<file path="src/stexp_pkg.sv">
// ----------------------------------------------------------------------------
// stexp_pkg
// Types and constants for the sprite entry tile expander: sequencer states,
// attribute field positions and the priority class to layer mask table.
// ----------------------------------------------------------------------------
package stexp_pkg;

    typedef enum logic [0:0] {
        ST_IDLE,
        ST_RUN
    } state_t;

    // attribute word fields
    localparam int unsigned ATTR_EN_BIT   = 15;
    localparam int unsigned ATTR_FX_BIT   = 14;
    localparam int unsigned ATTR_FY_BIT   = 13;
    localparam int unsigned ATTR_W_MSB    = 12;
    localparam int unsigned ATTR_W_LSB    = 10;
    localparam int unsigned ATTR_H_MSB    = 9;
    localparam int unsigned ATTR_H_LSB    = 7;
    localparam int unsigned ATTR_PAL_MSB  = 5;

    // position words
    localparam int unsigned POS_NEG_BIT   = 15;
    localparam int unsigned POS_MSB       = 8;

    localparam int unsigned CODE_W        = 14;
    localparam int unsigned PAL_W         = 6;
    localparam int unsigned POS_W         = 11;
    localparam int unsigned IDX_W         = 3;
    localparam int unsigned MASK_W        = 8;

    // priority classes
    localparam logic [1:0] PRI_CLASS0 = 2'd0;
    localparam logic [1:0] PRI_CLASS1 = 2'd1;
    localparam logic [1:0] PRI_CLASS2 = 2'd2;

    localparam logic [MASK_W-1:0] PRI_MASK0 = 8'hf0;
    localparam logic [MASK_W-1:0] PRI_MASK1 = 8'hfc;
    localparam logic [MASK_W-1:0] PRI_MASK2 = 8'hfe;
    localparam logic [MASK_W-1:0] PRI_MASK3 = 8'h00;

    function automatic logic [MASK_W-1:0] pri_mask(input logic [1:0] pri_class);
        logic [MASK_W-1:0] m;
        case (pri_class)
            PRI_CLASS0: m = PRI_MASK0;
            PRI_CLASS1: m = PRI_MASK1;
            PRI_CLASS2: m = PRI_MASK2;
            default:    m = PRI_MASK3;
        endcase
        return m;
    endfunction

endpackage

</file>
<file path="src/sprite_entry_tile_expander.sv">
// ----------------------------------------------------------------------------
// sprite_entry_tile_expander
// Decodes one four-word sprite list entry and emits its 16x16 tiles one by
// one in column-major order, with mirrored placement and a last marker.
// ----------------------------------------------------------------------------
// An enabled entry of W by H tiles (1..8 each) produces W*H output words, one
// per cycle while the output is not stalled, and holds the input stalled until
// its final tile is loaded into the output register; the column/row counter pair
// and the x and y position adders step through the tiles. A disabled entry is
// taken without entering the run state and produces nothing. The next entry is
// accepted while the final tile still waits in the output register.
// vertical_offset is written through cfg_we/cfg_wdata and is applied to y when an entry is taken.
module sprite_entry_tile_expander
(
    input  logic        clk,
    input  logic        rst_n,

    input  logic        cfg_we,
    input  logic [7:0]  cfg_wdata,

    input  logic        in_valid,
    output logic        in_stall,
    input  logic [15:0] attr_word,
    input  logic [15:0] code_word,
    input  logic [15:0] x_word,
    input  logic [15:0] y_word,

    output logic        out_valid,
    input  logic        out_stall,
    output logic [13:0] tile_code,
    output logic [5:0]  palette,
    output logic        mirror_x,
    output logic        mirror_y,
    output logic signed [10:0] pos_x,
    output logic signed [10:0] pos_y,
    output logic [7:0]  priority_mask,
    output logic        last
);

    localparam int unsigned CW = stexp_pkg::CODE_W;
    localparam int unsigned PW = stexp_pkg::POS_W;
    localparam int unsigned IW = stexp_pkg::IDX_W;
    localparam int unsigned MW = stexp_pkg::MASK_W;
    localparam int unsigned LW = stexp_pkg::PAL_W;

    stexp_pkg::state_t state_reg, state_next;

    logic [7:0]     voff_reg;

    // latched entry
    logic [CW-1:0]  tile_reg, tile_next;
    logic [LW-1:0]  pal_reg, pal_next;
    logic           fx_reg, fx_next;
    logic           fy_reg, fy_next;
    logic [IW-1:0]  dx_reg, dx_next;
    logic [IW-1:0]  dy_reg, dy_next;
    logic [IW-1:0]  ax_reg, ax_next;
    logic [IW-1:0]  ay_reg, ay_next;
    logic [PW-1:0]  x0_reg, x0_next;
    logic [PW-1:0]  y0_reg, y0_next;
    logic [MW-1:0]  pmask_reg, pmask_next;

    // output word
    logic           ovalid_reg, ovalid_next;
    logic [CW-1:0]  ocode_reg, ocode_next;
    logic [LW-1:0]  opal_reg, opal_next;
    logic           ofx_reg, ofx_next;
    logic           ofy_reg, ofy_next;
    logic [PW-1:0]  ox_reg, ox_next;
    logic [PW-1:0]  oy_reg, oy_next;
    logic [MW-1:0]  omask_reg, omask_next;
    logic           olast_reg, olast_next;

    logic           accept;
    logic           slot_free;
    logic           load;
    logic           tile_last;
    logic [IW-1:0]  cx, cy;
    logic [PW-1:0]  in_x, in_y;

    assign accept    = in_valid && (state_reg == stexp_pkg::ST_IDLE);
    assign slot_free = !ovalid_reg || !out_stall;
    assign load      = (state_reg == stexp_pkg::ST_RUN) && slot_free;
    assign tile_last = (ax_reg == dx_reg) && (ay_reg == dy_reg);

    // negative flag weighs -512: a 10-bit two's complement value, sign-extended
    assign in_x = {x_word[stexp_pkg::POS_NEG_BIT], x_word[stexp_pkg::POS_NEG_BIT],
                   x_word[stexp_pkg::POS_MSB:0]};
    assign in_y = {y_word[stexp_pkg::POS_NEG_BIT], y_word[stexp_pkg::POS_NEG_BIT],
                   y_word[stexp_pkg::POS_MSB:0]};

    // mirrored column/row index
    assign cx = fx_reg ? (dx_reg - ax_reg) : ax_reg;
    assign cy = fy_reg ? (dy_reg - ay_reg) : ay_reg;

    always_comb
    begin
        state_next  = state_reg;
        tile_next   = tile_reg;
        pal_next    = pal_reg;
        fx_next     = fx_reg;
        fy_next     = fy_reg;
        dx_next     = dx_reg;
        dy_next     = dy_reg;
        ax_next     = ax_reg;
        ay_next     = ay_reg;
        x0_next     = x0_reg;
        y0_next     = y0_reg;
        pmask_next  = pmask_reg;

        ovalid_next = ovalid_reg && out_stall;
        ocode_next  = ocode_reg;
        opal_next   = opal_reg;
        ofx_next    = ofx_reg;
        ofy_next    = ofy_reg;
        ox_next     = ox_reg;
        oy_next     = oy_reg;
        omask_next  = omask_reg;
        olast_next  = olast_reg;

        case (state_reg)
            stexp_pkg::ST_IDLE:
            begin
                if (accept)
                begin
                    tile_next  = code_word[CW-1:0];
                    pal_next   = attr_word[stexp_pkg::ATTR_PAL_MSB:0];
                    fx_next    = attr_word[stexp_pkg::ATTR_FX_BIT];
                    fy_next    = attr_word[stexp_pkg::ATTR_FY_BIT];
                    dx_next    = attr_word[stexp_pkg::ATTR_W_MSB:stexp_pkg::ATTR_W_LSB];
                    dy_next    = attr_word[stexp_pkg::ATTR_H_MSB:stexp_pkg::ATTR_H_LSB];
                    ax_next    = '0;
                    ay_next    = '0;
                    x0_next    = in_x;
                    y0_next    = in_y - {{(PW-8){1'b0}}, voff_reg};
                    pmask_next = stexp_pkg::pri_mask(code_word[15:14]);
                    // disabled entry is consumed with no output
                    if (attr_word[stexp_pkg::ATTR_EN_BIT])
                        state_next = stexp_pkg::ST_RUN;
                end
            end
            stexp_pkg::ST_RUN:
            begin
                if (load)
                begin
                    ovalid_next = 1'b1;
                    ocode_next  = tile_reg;
                    opal_next   = pal_reg;
                    ofx_next    = fx_reg;
                    ofy_next    = fy_reg;
                    ox_next     = x0_reg + {{(PW-IW-4){1'b0}}, cx, 4'b0000};
                    oy_next     = y0_reg + {{(PW-IW-4){1'b0}}, cy, 4'b0000};
                    omask_next  = pmask_reg;
                    olast_next  = tile_last;
                    tile_next   = tile_reg + {{(CW-1){1'b0}}, 1'b1};
                    if (ay_reg == dy_reg)
                    begin
                        ay_next = '0;
                        ax_next = ax_reg + {{(IW-1){1'b0}}, 1'b1};
                    end
                    else
                    begin
                        ay_next = ay_reg + {{(IW-1){1'b0}}, 1'b1};
                    end
                    if (tile_last)
                        state_next = stexp_pkg::ST_IDLE;
                end
            end
            default:
            begin
                state_next = stexp_pkg::ST_IDLE;
            end
        endcase
    end

    always_ff @(posedge clk or negedge rst_n)
    begin
        if (!rst_n)
        begin
            state_reg  <= stexp_pkg::ST_IDLE;
            ovalid_reg <= 1'b0;
            voff_reg   <= '0;
        end
        else
        begin
            state_reg  <= state_next;
            ovalid_reg <= ovalid_next;
            if (cfg_we)
                voff_reg <= cfg_wdata;
        end
    end

    always_ff @(posedge clk)
    begin
        tile_reg  <= tile_next;
        pal_reg   <= pal_next;
        fx_reg    <= fx_next;
        fy_reg    <= fy_next;
        dx_reg    <= dx_next;
        dy_reg    <= dy_next;
        ax_reg    <= ax_next;
        ay_reg    <= ay_next;
        x0_reg    <= x0_next;
        y0_reg    <= y0_next;
        pmask_reg <= pmask_next;
        ocode_reg <= ocode_next;
        opal_reg  <= opal_next;
        ofx_reg   <= ofx_next;
        ofy_reg   <= ofy_next;
        ox_reg    <= ox_next;
        oy_reg    <= oy_next;
        omask_reg <= omask_next;
        olast_reg <= olast_next;
    end

    assign in_stall      = (state_reg != stexp_pkg::ST_IDLE);
    assign out_valid     = ovalid_reg;
    assign tile_code     = ocode_reg;
    assign palette       = opal_reg;
    assign mirror_x      = ofx_reg;
    assign mirror_y      = ofy_reg;
    assign pos_x         = ox_reg;
    assign pos_y         = oy_reg;
    assign priority_mask = omask_reg;
    assign last          = olast_reg;

`ifndef SYNTHESIS
    // the final tile of an entry returns the sequencer to idle
    a_last_to_idle: assert property (@(posedge clk) disable iff (!rst_n)
        load && tile_last |=> state_reg == stexp_pkg::ST_IDLE)
        else $error("sequencer did not return to idle after final tile");

    // a new output word only appears from the running state
    a_out_from_run: assert property (@(posedge clk) disable iff (!rst_n)
        $rose(ovalid_reg) |-> $past(state_reg == stexp_pkg::ST_RUN))
        else $error("output word loaded outside running state");

    // tile code steps by one per emitted tile within an entry
    a_code_step: assert property (@(posedge clk) disable iff (!rst_n)
        load && !tile_last |=> tile_reg == $past(tile_reg) + {{(CW-1){1'b0}}, 1'b1})
        else $error("tile code did not advance by one");

    // the loaded word carries the last marker exactly when it ends the entry
    a_last_flag: assert property (@(posedge clk) disable iff (!rst_n)
        load |=> ovalid_reg && (olast_reg == (state_reg == stexp_pkg::ST_IDLE)))
        else $error("last marker does not match sequencer end");
`endif

endmodule
</file>
<file path="config.mk">
export PLATFORM = sky130hd
export DESIGN_NAME = sprite_entry_tile_expander
export DESIGN_NICKNAME = d
export VERILOG_FILES = /design/src/stexp_pkg.sv /design/src/sprite_entry_tile_expander.sv
export SDC_FILE = /design/constraint.sdc
export NUM_CORES = 1
export LEC_CHECK = 0
export ABC_CLOCK_PERIOD_IN_PS = 8900
export BUFFER_PORTS_ARGS = -buffer_cell sky130_fd_sc_hd__buf_2
export CAP_MARGIN = 40
export CORE_ASPECT_RATIO = 1.1
export CORE_MARGIN = 2
export CORE_UTILIZATION = 50
export CTS_CLUSTER_DIAMETER = 50
export DETAILED_ROUTE_END_ITERATION = 7
export HOLD_SLACK_MARGIN = 0.05
export PLACE_DENSITY_LB_ADDON = 0.12
export SLEW_MARGIN = 25
export SYNTH_ARGS = -nofsm -noshare
export SYNTH_HDL_FRONTEND = slang
export SYNTH_SLANG_ARGS = --single-unit
</file>
<file path="constraint.sdc">
create_clock -name clk -period 8.9 [get_ports clk]
set_input_delay 1.335 -clock clk [delete_from_list [all_inputs] [get_ports clk]]
set_output_delay 1.335 -clock clk [all_outputs]
set_load 0.02 [all_outputs]
</file>
# Word-level counts from Yosys, hierarchy flattened
# Cells that the tools add are included.
op_classes:
  n_addsub: 8
  multipliers: 0
  div_mod_pow: 0
  order_cmp: 0
  eq_ne: 7
  n_shift: 0
  mux: 20
  n_bitwise: 1
  n_reduce_logical: 12
ops:
  columns: ["op", "n"]
  rows:
  - ["14-bit two-way mux", 2]
  - ["14-bit one-hot mux with 2 select lines", 1]
  - ["8-bit one-hot mux with 3 select lines", 1]
  - ["3-bit two-way mux", 7]
  - ["14-bit by 1-bit adder with 14-bit output (second input constant)", 1]
  - ["3-bit one-hot mux with 2 select lines", 2]
  - ["10-bit by 8-bit adder with 11-bit output", 1]
  - ["11-bit by 7-bit adder with 11-bit output", 1]
  - ["10-bit by 9-bit subtractor with 11-bit output", 1]
  - ["3-bit by 1-bit adder with 3-bit output (second input constant)", 2]
  - ["3-bit == test", 2]
  - ["1-bit two-way mux", 6]
  - ["2-bit AND reduction", 3]
  - ["3-bit subtractor", 2]
  - ["1-bit logical AND", 4]
  - ["2-bit by 1-bit inequality test with 1-bit output (second input constant)", 2]
  - ["3-bit AND reduction", 1]
  - ["2-bit by 1-bit == test with 1-bit output (second input constant)", 1]
  - ["2-bit == test (second input constant)", 1]
  - ["1-bit logical NOT", 2]
  - ["2-bit logical NOT", 1]
  - ["2-bit inequality test (second input constant)", 1]
  - ["1-bit one-hot mux with 2 select lines", 1]
  - ["1-bit logical OR", 1]
  - ["1-bit NOT", 1]
totals:
  register_bits: 126
  latch_bits: 0
  mem_bits_rw: 0
  rom_bits: 0
  input_bits: 77
  output_inout_bits: 55
  elab_cells: 70
  mem_count: 0

# Depth between registers and ports, before layout
logic_depth:
  ltp_word: 5
  mapped_depth: 12
  mapped_depth_nobuf: 12

# Worst setup path before layout
# Ideal clock, no wire load.
synth_timing:
  path_kind: "input -> register"
  from: "input port in_valid"
  to: "register ax_reg[0], enable pin"
  t_arrival_ns: 3.872
  path_slack_ns: 4.724
  cell_stages: 3
  n_path_buf: 0
  path_cell_list: "nor2b_1 > or2_2 > and2_1"
synth_between:
  elab_chain_cells: 3
synth_rtl:
  columns: ["element", "line", "rtl"]
  rows:
  - ["start: declaration", "sprite_entry_tile_expander.sv:21", "input logic in_valid,"]
  - ["1-bit logical AND", "sprite_entry_tile_expander.sv:81", "assign accept = in_valid && (state_reg == stexp_pkg::ST_IDLE);"]
  - ["2-bit inequality test (no line)", null, null]
  - ["3-bit AND reduction (no line)", null, null]
  - ["end signal: assignment", "sprite_entry_tile_expander.sv:201", "ax_reg <= ax_next;"]
  - ["end: declaration", "sprite_entry_tile_expander.sv:57", "logic [IW-1:0] ax_reg, ax_next;"]
# Every way passes these cells.
# A chain may end at the register's enable or synchronous reset.

# Final worst setup path
layout_timing:
  from: "register state_reg (netlist: in_stall)"
  to: "output port in_stall"
layout_lines:
  columns: ["element", "line", "rtl"]
  rows:
  - ["start: declaration", "sprite_entry_tile_expander.sv:46", "stexp_pkg::state_t state_reg, state_next;"]
  - ["start signal: assignment", "sprite_entry_tile_expander.sv:180", "state_reg <= stexp_pkg::ST_IDLE;"]
  - ["start signal: assignment", "sprite_entry_tile_expander.sv:186", "state_reg <= state_next;"]
  - ["end: declaration", "sprite_entry_tile_expander.sv:22", "output logic in_stall,"]
# No word-level cell between the ends.

==> results.md <==
- Pwr dens: 340 nW/um^2
- H-tree depth: 4
- Pint: 1470 uW
- Setup TNS: 0 ns
- Worst Tran Pin Value: around 0.62 ns
- Ys async rst share: 8.62%
- Fmax: 366 MHz
- Die ar.: approximately 11000 sq um
- Min cycle time layout: 2.73 ns
- HPWL after DPL: 5670 um
- WL/cell: approximately 14 um
- FF-to-FF path depth: 10
- Most common flop cell mapped by yosys: edfxtp_1
- Hold_buf cts: 0
- Reg2Reg Setup Slack: 6.31 ns
- Final Cycle Share: 30.7%
- Power share of the sequential group: 43.0%
- Antenna violations before repair: 0
- Post_cts resized: 0
- Layout cells sized above 1: 31.6%
- Clock Power Share: 30.1%
- Initial Util: 50.9%
- Post-layout nets: 576
- Element type at the critical path start: flip-flop
- CTS Buf Count: 17
- Number of global-route vias before repair: 2824
- Netlist cell types: 37
- Postcts setup bufs: 0
- Sw Ratio: 30.7%
- Unrepaired setup endpoints after global routing: false
- Synth Cell Area: 4960 sq um
- Site Rows: 38
- Worst hold path type: reg2reg
- GRT Total Usage: 16.5%
- Grt total ovfl: 0
- Die Wd: between 90 and 100 um
- N_diodes: 0
- Port-buffer cells: about 120
- Core Region: 9750 sq um
- Vias post-DR: 2914
- Pre-CTS setup slack: just under 6 ns
- Status: completed
- Leakage power: 0.00258 uW
- Post-Syn Area per Cell: ~15 sq um
- Maxcap violations: 0
- Worst Path Arrival: approximately 1.4 ns
- CTS clk-pin slew, worst paths: roughly 0.05 ns
- Final ANT Viol Nets: 0
- Die height: 108 um
- Routed wire length: ~8200 um
- Hold path depth: 0
- CTS Sinks: ~120
- CP Capture Type: primary output
- Gpl congestion: 0.754
- Worst path required time: 7.57 ns
- Slew Limit Fails: 0
- Post-Syn Instances: 342
- Maximum VDD drop: 0.196 mV
- Syn_nets: 447
- CTS Buffer Depth: 2
- Pre-antenna DRT Iters: 4
- Pin count of the biggest net entering global routing: between 40 and 50
- Setup violators final: 0
- Yosys reg bits: 116
- Hold Startpoint: x0_reg[1]$_DFFE_PP_
- Worst Setup Path Type: reg2out
- Fin Clk Skew: about 0.014 ns
- Io pins: 132
- Clock Tree Root: clkbuf_8
- Worst-path fanout max: 35
- First-pass GRT wire length: 13300 um
- R2R Path Start: ay_reg[0]$_SDFFCE_PP0P_
- Filler cell count: 750
- Layout area overhead: 25.8%
- Comb pwr share: 26.9%
- DRC Markers: 0
- Final Hold Viols: 0
- Hold EP: pos_x[1]$_DFFE_PP_
- Sequential-to-total area share from yosys stat: 69.2%
- DR vias/cell: 4.82
- Number of flops mapped to enable cells by yosys: 106
- YS warnings: 0
- Final WS setup: 6.17 ns
- R2r endpoint: pos_y[10]$_DFFE_PP_
- Worst slew margin: 58.4%
- DR iter-0 viols: 102
- NetSw: 651 uW
- TritonCTS clock tree: yes
- Insertion delay to the later sink of the worst-skew pair: ~0.52 ns
-- worst max-delay path, cell delays in order, from the launching register on --
cell and delay [ns]:
dfrtp_1 0.32, buf_4 0.32, buf_2 0.24
-- how the worst max path moves through the flow --
stage                       start                 endpoint  slack, ns
4_1_cts        in_stall$_DFF_PN0_                 in_stall       6.14
3_5_place_dp            y_word[4]      y0_reg[8]$_DFFE_PP_       5.79
2_1_floorplan            in_valid  ax_reg[0]$_SDFFCE_PN0P_       4.72
5_1_grt        in_stall$_DFF_PN0_                 in_stall       6.07
3_3_place_gp             in_valid  ax_reg[0]$_SDFFCE_PN0P_       5.44
6_report       in_stall$_DFF_PN0_                 in_stall       6.17
-- power by group through the flow --
stage	registers, uW	logic (uW)	clock network, uW
2_1_floorplan	1010	311	0
3_3_place_gp	917	557	0
3_5_place_dp	921	577	0
4_1_cts	913	582	651
5_1_grt	930	640	677
6_report	912	570	639
-- layout by cell type, fill, tap and decap left out, drive strengths merged, types with 16 or more instances in the layout --
| cell | count |
|---|---|
| buf | 120 |
| edfxtp | 106 |
| clkbuf | 17 |
| a21oi | 21 |
| nor2 | 26 |
| inv | 25 |
| nand2 | 23 |
| xor2 | 16 |
| ha | 23 |
| xnor2 | 21 |
-- area by class of cell --
cell class / instances / area (sq um) / share of cell area, %
Sequential cell: 116 / 3430 / 55.0
Timing Repair Buffer: 120 / 621 / 9.94
Inverter: 25 / 93.8 / 1.50
Clock buffer: 17 / 414 / 6.63
Tap cell: 120 / 150 / 2.40
Multi-Input combinational cell: 191 / 1390 / 22.2
Clock inverter: 15 / 145 / 2.32
-- synthesized netlist by cell type (all sizes together), types with 2 or more instances --
master  number  share of area, %
nand4        2              0.25
fa           5               2.0
nand2b       2              0.25
and4         2              0.40
and2         5              0.63
mux2         2              0.45
and3         6              0.88
nand2       23               1.7
buf          5              0.76
inv         25               1.9
nor2        26               2.0
edfxtp     106                64
o21ai       13               1.3
or2          2              0.25
xor2        16               2.8
xnor2       21               3.7
dfrtp       10               5.0
a21o         2              0.30
o21a         2              0.30
nand3        2              0.20
a21oi       21               2.1
ha          23               5.8
a211oi       2              0.30
nor2b        5              0.63
clkbuf       5              0.38
-- logic make-up (layout without fill, tap and decap cells) --
logic type | count (synthesis) | after routing | synth area share, %
DFF | 116 | 116 | 69.2
and+or+nand+nor | 77 | 77 | 7.56
AOI/OAI and AO/OA | 45 | 45 | 5.14
xor gates and xnor gates | 37 | 37 | 6.53
buffers and inverters | 35 | 177 | 3.03
adders and majority gates | 28 | 28 | 7.82
muxes | 3 | 3 | 0.656
other | 1 | 1 | 0.0756
-- routing by layer --
| layer | share of wire (%) | global-route usage, % | vias up |
|---|---|---|---|
| li1 | - | - | 1470 |
| met1 | 45 | 20.5 | 1340 |
| met2 | 46 | 25.2 | 90 |
| met3 | 6.8 | 6.08 | 14 |
| met4 | 2.0 | 8.51 | 0 |
| met5 | 0 | 0 | - |
-- per-stage QoR --
| step | hold slack [ns] | utilization (%) | power (uW) | cells | area, sq um |
|---|---|---|---|---|---|
| floorplan | 0.400 | - | 1320 | 342 | 4960 |
| global placement | 0.401 | 58.1 | 1470 | 571 | 5670 |
| detailed placement | 0.405 | 58.3 | 1500 | 572 | 5690 |
| CTS | 0.417 | 64.1 | 2150 | 604 | 6240 |
| global route | 0.420 | 64.1 | 2250 | 604 | 6240 |
| finish | 0.416 | 64.1 | 2120 | 604 | 6240 |
No activity file was read; power rests on OpenSTA's default activity.
